--- config.mk ---
export PLATFORM = sky130hd
export DESIGN_NAME = lrc_cell
export DESIGN_NICKNAME = d
export VERILOG_FILES = /design/src/hdl/lrc_pkg.sv /design/src/hdl/lrc_cell.sv
export SDC_FILE = /design/constraint.sdc
export NUM_CORES = 1
export LEC_CHECK = 0
export ABC_AREA = 1
export BUFFER_PORTS_ARGS = -buffer_cell sky130_fd_sc_hd__buf_2
export CAP_MARGIN = 10
export CORE_MARGIN = 1
export CORE_UTILIZATION = 45
export DETAILED_ROUTE_END_ITERATION = 7
export PLACE_DENSITY = 0.79
export SLEW_MARGIN = 10
export SYNTH_ARGS = -nofsm -noshare
export SYNTH_HDL_FRONTEND = slang
export SYNTH_SLANG_ARGS = --single-unit
--- constraint.sdc ---
create_clock -name aclk -period 1.85 [get_ports aclk]
set_clock_uncertainty 0.15 [all_clocks]
set_input_delay 0.0925 -clock aclk [delete_from_list [all_inputs] [get_ports aclk]]
set_output_delay 0.0925 -clock aclk [all_outputs]
set_load 0.05 [all_outputs]
--- src/hdl/lrc_pkg.sv ---
// Shared constants and types of the row slot cache.
package lrc_pkg;

    localparam int NUM_SLOTS = 64;
    localparam int NUM_ROWS  = 1024;

    localparam int SLOT_W = $clog2(NUM_SLOTS);
    localparam int ROW_W  = $clog2(NUM_ROWS);
    localparam int FILL_W = $clog2(NUM_SLOTS + 1);
    localparam int DIR_W  = SLOT_W + 1;
    localparam int CAP_W  = 7;
    localparam int LIM_W  = 11;
    localparam int CFG_IDX_W  = 2;
    localparam int CFG_DATA_W = 11;

    localparam logic [CFG_IDX_W-1:0] CFG_CAPACITY    = 2'd0;
    localparam logic [CFG_IDX_W-1:0] CFG_INDEX_LIMIT = 2'd1;

    localparam logic [CAP_W-1:0] CAPACITY_RESET    = 7'd64;
    localparam logic [LIM_W-1:0] INDEX_LIMIT_RESET = 11'd1024;

    // Token handed from cell to cell along the recency chain.
    typedef struct packed {
        logic              shift;   // still looking for the target slot
        logic              fin;     // update finished, marker runs to the tail
        logic              upd;     // least recent slot changes to data
        logic [SLOT_W-1:0] target;
        logic [SLOT_W-1:0] data;
    } lrc_token_t;

endpackage

--- src/hdl/lrc_cell.sv ---
// One position of the recency chain: holds one slot number and passes the update token on.
module lrc_cell
    import lrc_pkg::*;
(
    input  logic       aclk,
    input  logic       aresetn,
    input  lrc_token_t tok_in,
    input  logic       next_valid,
    output lrc_token_t tok_out,
    output logic       valid
);

    logic [SLOT_W-1:0] content_reg, content_next;
    logic              valid_reg, valid_next;
    lrc_token_t        tok_reg, tok_next;

    always_comb begin
        content_next = content_reg;
        valid_next   = valid_reg;
        tok_next     = '0;
        if (tok_in.shift) begin
            content_next = tok_in.data;
            if (!valid_reg) begin
                // empty position: absorb the shifted entry, tail unchanged
                valid_next   = 1'b1;
                tok_next.fin = 1'b1;
            end else if (content_reg == tok_in.target) begin
                // found the moved slot: absorb, report a new tail if here
                tok_next.fin  = 1'b1;
                tok_next.upd  = !next_valid;
                tok_next.data = tok_in.data;
            end else begin
                tok_next.shift  = 1'b1;
                tok_next.target = tok_in.target;
                tok_next.data   = content_reg;
            end
        end else if (tok_in.fin) begin
            tok_next = tok_in;
        end
    end

    always_ff @(posedge aclk) begin
        if (!aresetn) begin
            valid_reg <= 1'b0;
            tok_reg   <= '0;
        end else begin
            valid_reg <= valid_next;
            tok_reg   <= tok_next;
        end
    end

    always_ff @(posedge aclk) begin
        content_reg <= content_next;
    end

    assign tok_out = tok_reg;
    assign valid   = valid_reg;

endmodule

==> impl_results.md, run 1 <==
* Status: complete, no violations
* FMAX at 644 MHz
* Sw Pwr at roughly 0.32 mW
* LEAKAGE at between 0.6 and 0.7 nW
* Combinational power share at about 23%
* Vias at roughly 900
* Fin crit share at a little over four fifths
* Clock group share of total power at roughly a quarter
* Initial antenna violation count at 0
* Post-Syn Nets at 135
* CTS tree: built
* R2R Path Start: content_reg[4]
* Sequential share of power at between 50% and 60%
* Area grow syn2layout at 40.9%
* Antenna Nets Post-Route at 0
* Final slew viol count at 0
* Detailed placer's ending HPWL at 1500 um
* Crit Path Max Fanout at 10
* I/O pin total at 34
* Number of placement rows at 16
* Fin crit period at 1.55 ns
* MaxCap Viol Count at 0
* I/O Buffers at 33
* P per Cell Area at a little under 800 nW/um^2
* Cell taking the most area after synthesis: dfxtp_1
* Metal3 WL at 103 um
* Clock sink count at 22
* Largest family of logic cells by synthesized area: simple AND/OR/NAND/NOR gates
* H-tree Lvls at 1
* Multiplexer share of the synthesized area at 0%
* Worst-path clk slew at about 0.12 ns
* Pre-CTS WS at about 0.34 ns
* Setup_tns at 0 ns
* Synth Instances at 117
* IR drop worst, VDD at between 0.4 and 0.5 mV
* Crit path capture type: register
* DR iter-0 viols at 12
* DIE HEIGHT at 48.1 um
* Starting Density at roughly 48%
* Synth top area share at between 30 and 40%
* Worst Hold Depth at 5
* Synth Area in Simple Gates at 33.9%
* Max reg flops at 15
* R2R Setup Slk at just under 0.3 ns
* Post-Syn Area at about 960 sq um
* Final Hold Vio Count at 0
* Final Cell Area at around 1300 sq um
* Core area at 1980 sq um
* Post-DP Area at between 1000 and 1500 sq um
* First-pass GRT wire length at 3190 um
* Hold Slack at 0.0891 ns
* Deepest clock path buffer count at 2
* Synth Register Bits at 22
* Worst setup SP type: register
* Diode count at 0
* DR top layer: met4
* Layout cells sized above 1 at 27.2%
* Sequential area share after synthesis at between 50% and 60%
* Sw frac at between 30 and 40%
* Congestion Overflow GR at 0
* WL per Instance at roughly 11 um
* CP required at between 1.5 and 2 ns
* Post-CTS Hold Fix Bufs at 16
* CTS resizes at 0
* Nets@finish at between 150 and 200
* Slew @ Worst Pin at around 0.52 ns
* WS Path Type: register to register
* Cts bufs inserted at 3
* DR DRC count at 0
* XOR/XNOR share of the synthesized area at 0%
* Vias per inst at ~4.7
* RSZ-0062 raised after global routing: false
* Worst Hold Class: input port to register
* RR Endpoint: tok_out[13]
* Hold Path Sink: tok_out[1]
* Vias in the first global route at approximately 760
* Library cells used by synthesis at 16
* Compound-cell area share of the yosys netlist at under 10%
* Drt pass-1 iters at 4
* Syn_area_per_cell at about 8.2 sq um
* Area share of fa/ha/maj cells after synthesis at 0%
* Die ar. at roughly 2300 sq um
* Cell Int Power at roughly 0.72 mW
* Worst skew pair latency at about 0.31 ns
* Worst EP arrival at about 1.7 ns
* Synth area leaders: dfxtp_1 33%, edfxtp_1 19%, nand2_1 12%
* Warnings from Yosys at 0
* Post-CTS setup buffers at 0
* Die Width at 48.1 um
* WL met1 at between 1000 and 1500 um
* Root Buffer: clkbuf_4
* Hold path startpoint: tok_in[13]
* Met2 wire length at between 1000 and 1500 um
* Worst reg2reg path depth at 7
* GRT Util Overall at 20.2%
* Routability cong. at between 0.8 and 0.9
* Setup-failing EPs final at 0
* Final worst slack at between 0.2 and 0.3 ns
* Largest net degree at the start of global routing at 14
* DRT Wirelength at 2150 um
* Slew HR at 65.4%
==> logic make-up after synthesis <==
kind of cell | count (synthesis)
and+or+nand+nor | 66
buffers and inverters | 21
DFF | 22
AOI/OAI and AO/OA | 8
==> cells in the mapped netlist <==
cell      count
nor2_2        2
clkbuf_1      1
o21ai_0       1
nand4_1       6
o21bai_1      1
nand3_4       1
nand2_2       2
nor2_4        3
inv_1        20
dfxtp_1      16
nor2_1       10
a21oi_1       5
edfxtp_1      6
nand2_1      30
nand3_1      12
a21oi_4       1
==> layer usage <==
layer / up-vias / track usage (%)
met1: 403 / 27.8
met2: 36 / 30.5
li1: 472 / -
met3: 4 / 4.44
met5: - / 0
met4: 0 / 8.89
==> area by class of cell <==
class / count / area [sq um]
multi-input combinational: 74 / 378
fill: 178 / 633
tap: 27 / 33.8
inverter: 20 / 75.1
sequential: 22 / 500
clock buffer: 4 / 36.3
timing repair buffer: 49 / 325
==> how the worst max path moves through the flow <==
| stage | depth (start not counted) | to | startpoint |
|---|---|---|---|
| finish | 7 | tok_out[13] | content_reg[4] |
| global route | 7 | tok_out[5] | content_reg[4] |
| CTS | 9 | tok_out[13] | tok_in[9] |
| detailed placement | 7 | tok_out[13] | content_reg[4] |
| global placement | 7 | tok_out[13] | content_reg[4] |
| floorplan | 4 | tok_out[0] | valid |
==> through the flow <==
stage / utilization [%] / cells / power, mW
floorplan: - / 117 / 0.693
global placement: 58.1 / 176 / 0.748
detailed placement: 58.1 / 176 / 0.753
CTS: 68.1 / 196 / 1.04
global route: 68.1 / 196 / 1.09
finish: 68.1 / 196 / 1.04
==> critical path, stage by stage (launching register included) <==
cell      delay [ns]
edfxtp_1        0.44
nand2_1         0.09
nand2_1         0.08
nor2_4          0.19
nand3_4         0.17
a21oi_4         0.24
nor2_2          0.06
nor2_2          0.08
==> layout by cell type (no fill, tap or decap) <==
cell type / netlist / routed
dfxtp_1: 16 / 16
nor2_1: 10 / 10
nand3_1: 12 / 12
clkbuf_8: 0 / 1
edfxtp_1: 6 / 6
o21bai_1: 1 / 1
clkbuf_4: 0 / 3
nand4_1: 6 / 6
nand2_1: 30 / 30
nor2_4: 3 / 3
buf_2: 0 / 33
inv_1: 20 / 20
nand3_4: 1 / 1
nor2_2: 2 / 2
dlygate4sd3_1: 0 / 16
a21oi_4: 1 / 1
o21ai_0: 1 / 1
a21oi_1: 5 / 5
nand2_2: 2 / 2
==> power groups by stage <==
stage / registers, mW / clock network [mW] / logic, mW
4_1_cts: 0.536 / 0.275 / 0.234
5_1_grt: 0.540 / 0.300 / 0.253
6_report: 0.536 / 0.271 / 0.234
3_3_place_gp: 0.545 / 0 / 0.203
3_5_place_dp: 0.547 / 0 / 0.206
2_1_floorplan: 0.607 / 0 / 0.0857
Note: power is estimated with default switching activity, not from simulation.
==> run 2: changes to the inputs <==
==> constraint.sdc (replaced) <==
create_clock -name aclk -period 1.6 [get_ports aclk]
set_clock_uncertainty 0.15 [all_clocks]
set_input_delay 0.08 -clock aclk [delete_from_list [all_inputs] [get_ports aclk]]
set_output_delay 0.08 -clock aclk [all_outputs]
set_load 0.05 [all_outputs]
==> impl_results.md, run 2 (same netlist as run 1, synthesis figures left out) <==
* Status: complete, no violations
* R2R Setup Slk at 0.06 ns (-0.24 ns)
* Number of placement rows at 16 (unchanged)
* Die Width at 48.1 um (unchanged)
* Worst EP arrival at 1.59 ns (-0.08 ns)
* I/O Buffers at 33 (unchanged)
* Initial antenna violation count at 0 (unchanged)
* Fin crit share at between 90 and 100%
* First-pass GRT wire length at 3090 um (-3.2%)
* CTS tree: built
* Slew HR at 76.1% (+11 points)
* Congestion Overflow GR at 0 (unchanged)
* Core area at 1980 sq um (unchanged)
* Met2 wire length at 1230 um (+22%)
* Antenna Nets Post-Route at 0 (unchanged)
* Area grow syn2layout at 48.9%
* Metal3 WL at 172 um (+67%)
* DR iter-0 viols at 44 (+32)
* Diode count at 0 (unchanged)
* GRT Util Overall at 19.4% (-0.85 points)
* Slew @ Worst Pin at 0.358 ns (-0.159 ns)
* Crit path capture type: register
* Vias in the first global route at 745 (-1.6%)
* Starting Density at 48.3% (unchanged)
* Largest net degree at the start of global routing at 14 (unchanged)
* Drt pass-1 iters at 5 (+1)
* Reg area at 500 sq um (unchanged)
* Cts bufs inserted at 3 (unchanged)
* Worst-path clk slew at 0.11 ns (about the same)
* DR top layer: met4
* WL per Instance at 11.9 um (+8.7%)
* IR drop worst, VDD at 0.671 mV (+44%)
* Multi-input combinational cell area at 393 sq um (+4.0%)
* H-tree Lvls at 1 (unchanged)
* Vias per inst at 4.95 (+6.1%)
* Nets@finish at 199 (+5.9%)
* Layout cells sized above 1 at 32.4% (+5.2 points)
* Fin crit period at 1.54 ns
* WL met1 at 988 um (-2.1%)
* DRT Wirelength at 2460 um (+14%)
* Final Hold Vio Count at 0 (unchanged)
* Worst setup SP type: input port
* Commonest non-fill, non-tap cell in the layout: buf_2
* Routability cong. at 0.856 (+0.29%)
* DR DRC count at 0 (unchanged)
* Crit Path Max Fanout at 3 (-7)
* DIE HEIGHT at 48.1 um (unchanged)
* Worst Hold Class: input port to register
* Worst skew pair latency at 0.31 ns (about the same)
* MaxCap Viol Count at 0 (unchanged)
* Setup_tns at 0 ns (unchanged)
* Setup-failing EPs final at 0 (unchanged)
* Max reg flops at 15 (unchanged)
* Detailed placer's ending HPWL at 1540 um (+2.2%)
* Layout Utilization at 71.9% (+3.9 points)
* P per Cell Area at 830 nW/um^2 (+7.5%)
* I/O pin total at 34 (unchanged)
* Filler Cell Count at 158 (-11%)
* Deepest clock path buffer count at 2 (unchanged)
* Root Buffer: clkbuf_4
* CP required at 1.65 ns (-0.31 ns)
* WS Path Type: input port to register
* Die ar. at 2320 sq um (unchanged)
* Clock sink count at 22 (unchanged)
* FMAX at 648 MHz
* Final slew viol count at 0 (unchanged)
* Final Power at 1.18 mW (+14%)
* LEAKAGE at 0.740 nW (+6.3%)
* Commonest non-fill, non-tap cells in the layout: 33 x buf_2, 28 x nand2_1, 20 x inv_1
* Vias at 1020 (+11%)
==> run 2: worst paths after layout <==
kind	from	to	depth (start not counted)
setup / recovery	tok_in[11]	tok_out[1]	10
hold / removal	tok_in[13]	tok_out[12]	5
setup reg to reg	content_reg[4]	tok_out[1]	8
hold reg to reg	valid	valid	2
==> run 2: area by class of cell <==
type,count,area share (%)
multi-input cells,75,27.6
repair buffers,59,28.1
flip-flops and latches,22,35.1
well taps,27,2.37
inverters,20,5.27
clock buffers,3,1.58
==> run 2: what timing repair did <==
action / in CTS / in global routing
hold buffers: 16 / 0
gates resized for setup: 0 / 2
hold endpoints to repair: 27 / 0
buffers inserted: 0 / 9
setup endpoints to repair: 0 / 12
==> run 2: metrics by stage <==
step	hold slack, ns	instance area, sq um	worst slack, ns	cells
6_report	0.0383	1430	0.0564	206
5_1_grt	0.0382	1430	-0.0340	206
4_1_cts	0.0446	1340	0.0475	196
3_5_place_dp	0.132	1160	0.0691	177
3_3_place_gp	0.123	1160	0.167	177
2_1_floorplan	0.0289	957	0.172	117
==> run 2: power breakdown <==
| part | total, mW | internal [mW] | switching [mW] |
|---|---|---|---|
| clock | 0.243 | 0.0881 | 0.155 |
| combinational | 0.320 | 0.122 | 0.198 |
| sequential | 0.619 | 0.605 | 0.0143 |
| total | 1.18 | 0.816 | 0.367 |
==> run 2: critical path, cell delays in order <==
cell           delay [ns]
dlygate4sd3_1        0.54
buf_2                0.14
nand2_1              0.08
nand2_2              0.07
nor2_4               0.17
buf_4                0.14
buf_4                0.10
nand4_1              0.10
nand3_1              0.10
a21oi_1              0.07
==> run 2: metal layers <==
layer  vias to the layer above  global-route usage [%]
li1                        501                       -
met1                       445                    25.5
met2                        64                    32.2
met3                        10                    2.22
met4                         0                    8.33
met5                         -                       0
