<file path="src/hdl/lrc_ram.sv">
// Generic simple dual-port RAM with registered read.
module lrc_ram #(
    parameter int WIDTH = 8,
    parameter int DEPTH = 64
) (
    input  logic                     aclk,
    input  logic                     we,
    input  logic [$clog2(DEPTH)-1:0] waddr,
    input  logic [WIDTH-1:0]         wdata,
    input  logic [$clog2(DEPTH)-1:0] raddr,
    output logic [WIDTH-1:0]         rdata
);

    logic [WIDTH-1:0] mem [DEPTH];
    logic [WIDTH-1:0] rdata_reg;

    always_ff @(posedge aclk) begin
        if (we) begin
            mem[waddr] <= wdata;
        end
        rdata_reg <= mem[raddr];
    end

    assign rdata = rdata_reg;

endmodule

</file>
<file path="config.mk">
export PLATFORM = sky130hd
export DESIGN_NAME = lrc_ram
export DESIGN_NICKNAME = d
export VERILOG_FILES = /design/src/hdl/lrc_ram.sv
export SDC_FILE = /design/constraint.sdc
export NUM_CORES = 1
export LEC_CHECK = 0
export ABC_AREA = 1
export BUFFER_PORTS_ARGS = -buffer_cell sky130_fd_sc_hd__buf_4
export CORE_ASPECT_RATIO = 0.6
export CORE_MARGIN = 5
export CORE_UTILIZATION = 45
export DETAILED_ROUTE_END_ITERATION = 10
export GPL_TIMING_DRIVEN = 1
export PLACE_DENSITY_LB_ADDON = 0.15
export SKIP_LAST_GASP = 1
export SYNTH_ARGS = -nofsm -noshare
export SYNTH_HDL_FRONTEND = slang
export SYNTH_SLANG_ARGS = --single-unit
</file>
<file path="constraint.sdc">
create_clock -name aclk -period 2.3 [get_ports aclk]
set_clock_uncertainty 0.1 [all_clocks]
set_input_delay 0.115 -clock aclk [delete_from_list [all_inputs] [get_ports aclk]]
set_output_delay 0.115 -clock aclk [all_outputs]
set_load 0.005 [all_outputs]
</file>
==> metrics.csv, run 1 <==
stage,metric,value,unit
layout,final_common_cell,nand2_1,
setup_path,arrival,2.31,ns
sta,relSlewSlack,44.87,%
clock_network,cts_buffers,48,
layout,insertedDiodeCount,0,
setup_path,crit_family,simple AND/OR/NAND/NOR gates,
yosys,avgSynthCellArea,11.82,µm²
yosys,synthCells,1805,
global_routing,grt_pass1_vias,13260,
sta,final_hold_viol_count,0,
power_and_ir_drop,ir_worst_vdd,0.0005980,V
sta,fin_ws,0.3565,ns
power_and_ir_drop,p_per_area,810.5,nW/µm²
setup_path,path_buf_inv,1,
setup_path,slowest_stage,dlygate4sd3_1,
floorplan,dieArea,52020,µm²
global_routing,antenna_found_initial,0,
route,ant_nets,0,
route,vias_per_cell,5.559,
layout,n_fill_cell,4042,
layout,final_nets,1907,
sta,fin_crit,1.944,ns
setup_path,crit_path_start_kind,flop,
sta,worstMarginPinSlew,0.8270,ns
setup_path,critical_path_required,2.66,ns
place,routabilityCongestion,0.8389,
clock_network,ctsResizeCount,0,
setup_path,crit_fanout,1,
place,place_area,22560,µm²
route,routedWlPerCell,22.99,µm
global_routing,grt_max_degree,91,
floorplan,die_w,291.1,µm
sta,setup_tns,0,ns
place,placedCellCount,2454,
layout,stdcell_area,24150,µm²
place,place_ws,0.3237,ns
sta,finalCritPeriodShare,84.50,%
layout,layout.cells.non_filler,2553,
route,drc,0,
route,wirelength,58690,µm
layout,drive_gt1_share,10.35,%
floorplan,io_pins,30,
yosys,synth_nets,1827,
floorplan,rows,61,
setup_path,criticalPathCategory,reg2reg,
clock_network,ctsHtreeMaxLevel,2,
layout,syn2layout_area_growth,13.18,%
run,drv_cap,0,
yosys,syn_area,21340,µm²
sta,fmax,514.5,MHz
clock_network,clkTransAtPathRegs,0.06,ns
layout,largest_reg_flops,512,
clock_network,cts_root_buf,clkbuf_16,
route,drt_iter0_markers,1927,
place,dpl.hpwl,34630,µm
outcome,status,"complete, no violations",
sta,slew_violations,0,
setup_path,end_kind,flop,
route,vias,14190,
global_routing,grt_pass1_wl,87620,µm
sta,finalSetupViolCount,0,
route,drt-pass1-iter-count,6,
setup_path,slowest_delay,0.55,ns
yosys,yosysSeqAreaShare,72.80,%
layout,final_cell_mix,"648 x nand2_1, 512 x edfxtp_1, 439 x nand3_1",
floorplan,chipHeight,178.7,µm
floorplan,start_util,45.76,%
global_routing,grtUsageTotal,22.42,%
min_path,min_path_type,in2reg,
yosys,ys_seq_elements,520,
clock_network,cts_buffer_depth,3,
yosys,synthDistinctLibCells,16,
setup_path,crit_chain,nand2_1 > nand3_1 > nand3_1 > nand2_1 > nand2_1 > nand3_1 > nand3_1 > dlygate4sd3_1 > nand2_1,
clock_network,cts.sink_count,520,
power_and_ir_drop,power_leakage,8.789,nW
yosys,ys_warn_count,0,
floorplan,coreArea,46630,µm²
sta,rsz0062_at_grt,no,
clock_network,clk_latency,0.57,ns
global_routing,grt_overflow_total,0,
clock_network,cts_tree,done,
place,portBuffers,29,
[metrics by stage]
stage	hold slack, ns	power (mW)	util [%]
final	0.01575	19.57	51.79
after global placement	0.3742	12.04	48.37
after floorplan	0.1139	11.45	-
after global routing	0.06142	20.25	51.79
after detailed placement	0.3749	12.05	48.37
after CTS	0.06428	19.69	51.79
[worst reg2reg max path, cell delays in order (launching register included)]
cell and delay [ns]:
edfxtp_1 0.35, nand2_1 0.07, nand3_1 0.08, nand3_1 0.18, nand2_1 0.13, nand2_1 0.14
nand3_1 0.09, nand3_1 0.10, dlygate4sd3_1 0.56, nand2_1 0.05
[area by class of cell]
type                            instances  area, µm²  share of cell area (%)
Clock buffer                           62       1295                   5.362
Inverter                               12      52.55                  0.2176
Tap cell                              630      788.3                   3.264
Multi-Input combinational cell       1160       4946                   20.48
Clock inverter                         26      188.9                  0.7823
Sequential cell                       520      15530                   64.32
Timing Repair Buffer                  143       1345                   5.569
[worst paths after layout]
path / start / to / slack, ns / depth (start not counted)
hold / removal: wdata[3] / mem[49][3] / 0.02 / 1
setup reg to reg: mem[35][2] / rdata[2] / 0.36 / 9
setup / recovery: mem[35][2] / rdata[2] / 0.36 / 9
hold reg to reg: mem[12][5] / rdata[5] / 0.71 / 8
[cells in the mapped netlist]
library cell	count	share of area [%]
buf_1	10	0.18
buf_2	37	0.87
buf_4	14	0.49
buf_6	35	1.8
buf_8	2	0.14
clkbuf_1	15	0.26
dfxtp_1	8	0.75
edfxtp_1	512	72
inv_1	10	0.18
inv_2	1	0.018
inv_6	1	0.041
nand2_1	648	11
nand3_1	439	10
nand4_1	9	0.26
nor2_1	56	0.99
nor4_1	8	0.23
[layer usage]
metal	routed length (µm)	vias to the layer above	GRT usage (%)
met5	0	-	0
met4	851	0	3.920
met3	6248	72	5.633
met2	24030	636	30.78
met1	27560	6967	36.28
li1	-	6516	-
[kinds of logic (layout without fill, tap and decap cells)]
group	count (synthesis)	after routing	synth area share (%)
flops	520	520	72.80
buf+inv	125	243	4.022
simple gates	1160	1160	23.18
[report_power, final]
group | switching [mW] | internal (mW)
sequential | 0.0307 | 10.5
combinational | 0.985 | 0.369
clock | 3.41 | 4.29
[repair_timing]
item                      4_1_cts  5_1_grt
setup buffers                   0        0
hold endpoints to repair      186        0
hold buffers                   11        0
(Power assumes the default switching activity.)
==> run 2: changes to the inputs <==
==> constraint.sdc (replaced) <==
create_clock -name aclk -period 2 [get_ports aclk]
set_clock_uncertainty 0.1 [all_clocks]
set_input_delay 0.1 -clock aclk [delete_from_list [all_inputs] [get_ports aclk]]
set_output_delay 0.1 -clock aclk [all_outputs]
set_load 0.005 [all_outputs]
==> run 2 against run 1 <==
  * Global-route usage is 0.17 points higher
  * Critical path depth fell by 2
  * Critical path type is now in2reg
  * Register-to-register slack got worse by 0.24 ns
  * Non-clock buffer count rose by 17
  * Critical endpoint is now rdata[1]
  * Clock-buffer cell count is 3 higher
  * Routed wire length rose by 1.1%
  * Largest cell class unchanged
  * Setup slack got worse by 0.30 ns
  * Final cell count rose by 0.74%
  * Largest power group unchanged
==> metrics.csv, run 2 (same netlist as run 1, synthesis figures left out) <==
stage,metric,value,unit,change
outcome,status,"complete, no violations",,
sta,whs,0.1381,ns,+0.1223 ns
min_path,whs_path_depth,3,,+2
layout,stdcell_area,24460,µm²,+1.3%
sta,fin_crit,1.944,ns,
route,wirelength,59330,µm,+1.1%
place,portBuffers,29,,unchanged
layout,multiInputGateArea,4949,µm²,about the same
global_routing,antenna_found_initial,1,,+1
route,ant_nets,0,,unchanged
power_and_ir_drop,power_leakage,8.946,nW,+1.8%
layout,final_common_cell,nand2_1,,
sta,setup_tns,0,ns,unchanged
route,drc,0,,unchanged
place,placedCellCount,2467,,+0.53%
power_and_ir_drop,ir_worst_vdd,0.0005769,V,-3.5%
layout,syn2layout_area_growth,14.63,%,
setup_path,rr_worst_depth,9,,unchanged
global_routing,grtUsageTotal,22.59,%,+0.17 points
clock_network,clk_latency,0.59,ns,+0.02 ns
run,drv_cap,0,,unchanged
floorplan,rows,61,,unchanged
clock_network,cts_buffer_depth,3,,unchanged
layout,layout.cells.non_filler,2572,,+0.74%
sta,fin_ws,0.05638,ns,-0.3001 ns
route,drt_iter0_markers,1763,,-8.5%
global_routing,grt_max_degree,82,,-9.9%
place,dpl.hpwl,36330,µm,+4.9%
layout,n_fill_cell,4039,,-0.074%
floorplan,start_util,45.76,%,unchanged
setup_path,critical_path_required,2.37,ns,-0.29 ns
clock_network,cts_root_buf,clkbuf_16,,
clock_network,clkTransAtPathRegs,0.07,ns,about the same
power_and_ir_drop,p_per_area,948.9,nW/µm²,+17%
layout,drive_gt1_share,11.43,%,+1.1 points
global_routing,grt_overflow_total,0,,unchanged
global_routing,grt_pass1_vias,13130,,-0.97%
setup_path,slowest_stage,inv_1,,
sta,rsz0062_at_grt,no,,
floorplan,io_pins,30,,unchanged
layout,final_nets,1924,,+0.89%
clock_network,cts.sink_count,520,,unchanged
route,drt-pass1-iter-count,5,,-1
setup_path,crit_family,buffers and inverters,,
sta,relSlewSlack,49.61,%,+4.7 points
route,vias,14160,,-0.24%
place,place_ws,0.1348,ns,-0.1889 ns
setup_path,crit_chain,dlygate4sd3_1 > buf_4 > inv_1 > nand3_1 > nand3_1 > dlygate4sd3_1 > nand2_1,,
setup_path,end_kind,flop,,
place,place_area,22690,µm²,+0.60%
power_and_ir_drop,finalPower,23.21,mW,+19%
clock_network,cts_tree,done,,
layout,insertedDiodeCount,0,,unchanged
global_routing,grt_pass1_wl,88640,µm,+1.2%
clock_network,cts_buffers,48,,unchanged
floorplan,die_w,291.1,µm,unchanged
sta,final_hold_viol_count,0,,unchanged
clock_network,ctsHtreeMaxLevel,2,,unchanged
setup_path,criticalPathCategory,in2reg,,
setup_path,path_depth,7,,-2
floorplan,chipHeight,178.7,µm,unchanged
layout,largest_reg_flops,512,,unchanged
setup_path,path_buf_inv,4,,+3
floorplan,dieArea,52020,µm²,unchanged
floorplan,coreArea,46630,µm²,unchanged
route,routedWlPerCell,23.07,µm,+0.35%
place,routabilityCongestion,0.8710,,+3.8%
sta,worstMarginPinSlew,0.7550,ns,-0.07205 ns
setup_path,slowest_delay,0.59,ns,+0.04 ns
min_path,min_path_type,in2reg,,
setup_path,crit_path_start_kind,primary input,,
layout,fin_util,52.46,%,+0.67 points
sta,slew_violations,0,,unchanged
sta,finalSetupViolCount,0,,unchanged
setup_path,arrival,2.31,ns,about the same
sta,finalCritPeriodShare,97.18,%,
setup_path,crit_fanout,17,,+16
sta,fmax,514.5,MHz,
layout,regArea,15530,µm²,unchanged
layout,final_cell_mix,"647 x nand2_1, 512 x edfxtp_1, 439 x nand3_1",,
route,vias_per_cell,5.504,,-0.98%
clock_network,post_cts_buffers,0,,unchanged
==> run 2: tightest hold or removal path, cell delays in order <==
cell and delay [ns]:
buf_4 0.14, nand3_1 0.29, nor2_1 0.12
==> run 2: final timing paths <==
path / from / to / slack (ns)
worst min-delay path: waddr[3] / mem[14][4] / 0.14
worst max register to register: mem[47][1] / rdata[1] / 0.12
worst min register to register: mem[36][4] / rdata[4] / 0.69
worst max-delay path: raddr[4] / rdata[1] / 0.06
==> run 2: area by class of cell <==
cell class	count	share of cell area, %
Clock buffer	65	5.463
Clock inverter	25	1.151
Inverter	12	0.2148
Multi-Input combinational cell	1160	20.23
Sequential cell	520	63.51
Tap cell	630	3.222
Timing Repair Buffer	160	6.215
==> run 2: what timing repair did <==
action	in CTS	in global routing
gates resized for setup	0	1
hold buffers	15	0
endpoints found under the hold margin	297	0
setup endpoints to repair	0	1
==> run 2: report_power, final <==
group / total [mW] / switching [mW] / internal (mW) / leakage, nW
clock: 9.52 / 4.04 / 5.47 / 0.795
sequential: 12.1 / 0.0359 / 12.1 / 4.67
combinational: 1.61 / 1.15 / 0.458 / 3.48
==> run 2: routing by layer <==
| metal | share of wire, % | routed length, µm | GRT usage [%] |
|---|---|---|---|
| met5 | 0 | 0 | 0 |
| met4 | 1.6 | 962 | 4.158 |
| met3 | 9.3 | 5521 | 4.890 |
| met2 | 40 | 24000 | 30.85 |
| met1 | 49 | 28850 | 37.11 |
==> run 3: changes to the inputs <==
--- a/config.mk
+++ b/config.mk
@@ -9,7 +9,7 @@
 export BUFFER_PORTS_ARGS = -buffer_cell sky130_fd_sc_hd__buf_4
 export CORE_ASPECT_RATIO = 0.6
 export CORE_MARGIN = 5
-export CORE_UTILIZATION = 45
+export CORE_UTILIZATION = 25
 export DETAILED_ROUTE_END_ITERATION = 10
 export GPL_TIMING_DRIVEN = 1
 export PLACE_DENSITY_LB_ADDON = 0.15
==> run 3 against run 2 <==
  * Setup slack improved by 0.0089 ns
  * Routed wire length rose by 16%
  * Clock-buffer cell count did not move
  * Sequential share of layout area fell by 2.4 points
  * Fmax rose by 0.46%
  * Via count rose by 0.42%
  * Critical path type is now reg2reg
  * Critical endpoint is now rdata[5]
  * Highest routed layer unchanged
==> metrics.csv, run 3 (same netlist as run 1, synthesis figures left out) <==
stage,metric,value,unit,change
setup_path,slowest_delay,0.55,ns,-0.04 ns
layout,stdcell_area,25410,µm²,+3.9%
power_and_ir_drop,p_sw_share,23.57,%,+1.0 points
outcome,status,"complete, no violations",,
global_routing,grt_pass1_vias,13670,,+4.1%
sta,whs,0.03759,ns,-0.1005 ns
route,drt-pass1-iter-count,6,,+1
power_and_ir_drop,p_int,17.62,mW,-2.0%
power_and_ir_drop,pwr-share-seq,52.6,%,+0.5 points
sta,relSlewSlack,50.38,%,+0.77 points
layout,syn2layout_area_growth,19.09,%,
global_routing,grt_overflow_total,0,,unchanged
sta,setup_tns,0,ns,unchanged
run,drv_cap,0,,unchanged
sta,fin_crit,1.935,ns,-0.008924 ns
route,met1_length,36340,µm,+26%
sta,worstMarginPinSlew,0.7419,ns,-0.01312 ns
clock_network,cts_root_buf,clkbuf_16,,
setup_path,crit_family,simple AND/OR/NAND/NOR gates,,
min_path,min_path_type,in2reg,,
setup_path,critical_path_required,2.38,ns,about the same
setup_path,reg2reg_slack,0.07,ns,-0.05 ns
setup_path,path_depth,9,,+2
place,routabilityCongestion,0.7906,,-9.2%
place,place_area,23670,µm²,+4.3%
clock_network,cts_buffer_depth,3,,unchanged
setup_path,path_buf_inv,1,,-3
floorplan,rows,83,,+36%
place,dpl.hpwl,45390,µm,+25%
power_and_ir_drop,power_leakage,9.097,nW,+1.7%
clock_network,cts_tree,done,,
floorplan,dieArea,91490,µm²,+76%
power_and_ir_drop,clkPwrFrac,39.8,%,-1.2 points
route,top_layer,met4,,
global_routing,grt_pass1_wl,100400,µm,+13%
setup_path,crit_path_start_kind,flop,,
route,ant_nets,0,,unchanged
layout,largest_reg_flops,512,,unchanged
floorplan,die_w,387.2,µm,+33%
power_and_ir_drop,switchingPower,5.432,mW,+3.9%
sta,fmax,516.9,MHz,+0.46%
floorplan,chipHeight,236.3,µm,+32%
route,met3_length,4262,µm,-23%
clock_network,clkTransAtPathRegs,0.06,ns,about the same
setup_path,crit_fanout,1,,-16
floorplan,io_pins,30,,unchanged
layout,drive_gt1_share,12.44,%,+1.0 points
min_path,whs_path_depth,4,,+1
sta,final_hold_viol_count,0,,unchanged
route,drt_iter0_markers,1298,,-26%
sta,finalSetupViolCount,0,,unchanged
sta,finalCritPeriodShare,96.73,%,-0.45 points
floorplan,start_util,25.09,%,-21 points
sta,slew_violations,0,,unchanged
place,placedCellCount,3015,,+22%
power_and_ir_drop,p_comb_share,7.6,%,+0.7 points
setup_path,path_common_cell,nand2_1,,
clock_network,cts_buffers,50,,+4.2%
route,drc,0,,unchanged
global_routing,grt_max_degree,61,,-26%
clock_network,cts.sink_count,520,,unchanged
route,routedWlPerCell,22.05,µm,-4.4%
route,wirelength,68960,µm,+16%
route,vias,14220,,+0.42%
route,vias_per_cell,4.546,,-17%
setup_path,arrival,2.31,ns,about the same
clock_network,ctsHtreeMaxLevel,2,,unchanged
setup_path,crit_chain,nand2_1 > nand3_1 > nand3_1 > nand2_1 > nand2_1 > nand3_1 > nand3_2 > dlygate4sd3_1 > nand2_1,,
clock_network,clk_latency,0.59,ns,about the same
setup_path,rr_worst_depth,9,,unchanged
setup_path,slowest_stage,dlygate4sd3_1,,
sta,rsz0062_at_grt,yes,,
power_and_ir_drop,p_per_area,907.0,nW/µm²,-4.4%
global_routing,antenna_found_initial,3,,+2
global_routing,grtUsageTotal,14.77,%,-7.8 points
power_and_ir_drop,ir_worst_vdd,0.0005866,V,+1.7%
route,dr_wl_met2,27610,µm,+15%
setup_path,criticalPathCategory,reg2reg,,
floorplan,coreArea,85050,µm²,+82%
layout,final_common_cell,nand2_1,,
layout,layout.cells.non_filler,3127,,+22%
layout,final_cell_mix,"647 x nand2_1, 512 x edfxtp_1, 435 x nand3_1",,
place,portBuffers,29,,unchanged
setup_path,end_kind,flop,,
layout,final_nets,1962,,+2.0%
[run 3: changes by cell type in the layout (fill, tap and decap cells not counted), moves of 3 or more]
cell,change
buf_4,+25
clkbuf_1,+3
dlygate4sd3_1,+3
buf_12,+8
nand3_1,-4
clkbuf_8,-5
clkinv_2,-5
nand3_2,+4
clkinv_1,+10
bufinv_16,-3
[run 3: stage by stage]
stage / utilization [%] / setup slack (ns) / power [mW]
finish: 29.88 / 0.06531 / 23.05
global placement: 27.83 / -0.02896 / 14.10
global route: 29.87 / -0.008319 / 23.97
floorplan: - / 0.03388 / 13.16
detailed placement: 27.83 / -0.007272 / 14.08
CTS: 29.83 / 0.03057 / 23.34
[run 3: what timing repair did]
item | CTS | global route
endpoints found under the setup margin | 0 | 10
hold endpoints to repair | 242 | 0
hold buffers | 18 | 0
setup buffers | 0 | 2
resized for setup | 0 | 5
[run 3: path summary, 6_finish.rpt]
kind | start | endpoint
setup / recovery | mem[59][5] | rdata[5]
hold / removal | raddr[4] | rdata[6]
setup reg to reg | mem[59][5] | rdata[5]
hold reg to reg | mem[26][7] | rdata[7]
[run 3: final cells by class]
type	instances	area [µm²]
diodes	2	5.005
clock buffers	65	1329
clock inverters	25	186.4
fillers	8732	59640
inverters	12	55.05
multi-input cells	1160	4969
flip-flops and latches	520	15530
well taps	1147	1435
repair buffers	196	1898
[run 3: power groups by stage]
| stage | combinational [mW] | clock, mW | sequential (mW) |
|---|---|---|---|
| 2_1_floorplan | 0.848 | 0 | 12.3 |
| 5_1_grt | 1.92 | 9.94 | 12.1 |
| 3_5_place_dp | 1.73 | 0 | 12.4 |
| 3_3_place_gp | 1.74 | 0 | 12.4 |
| 4_1_cts | 1.77 | 9.46 | 12.1 |
| 6_report | 1.75 | 9.18 | 12.1 |
[run 3: worst register-to-register path, cell delays in order (launching register included)]
cell and delay, ns:
edfxtp_1 0.37, nand2_1 0.08, nand3_1 0.08, nand3_1 0.16
nand2_1 0.15, nand2_1 0.12, nand3_1 0.10, nand3_2 0.08
dlygate4sd3_1 0.55, nand2_1 0.05
[run 3: per-layer routing]
metal / track usage (%) / vias to the layer above
li1: - / 6625
met1: 24.08 / 7133
met2: 20.07 / 393
met3: 3.180 / 65
met4: 2.083 / 0
met5: 0 / -
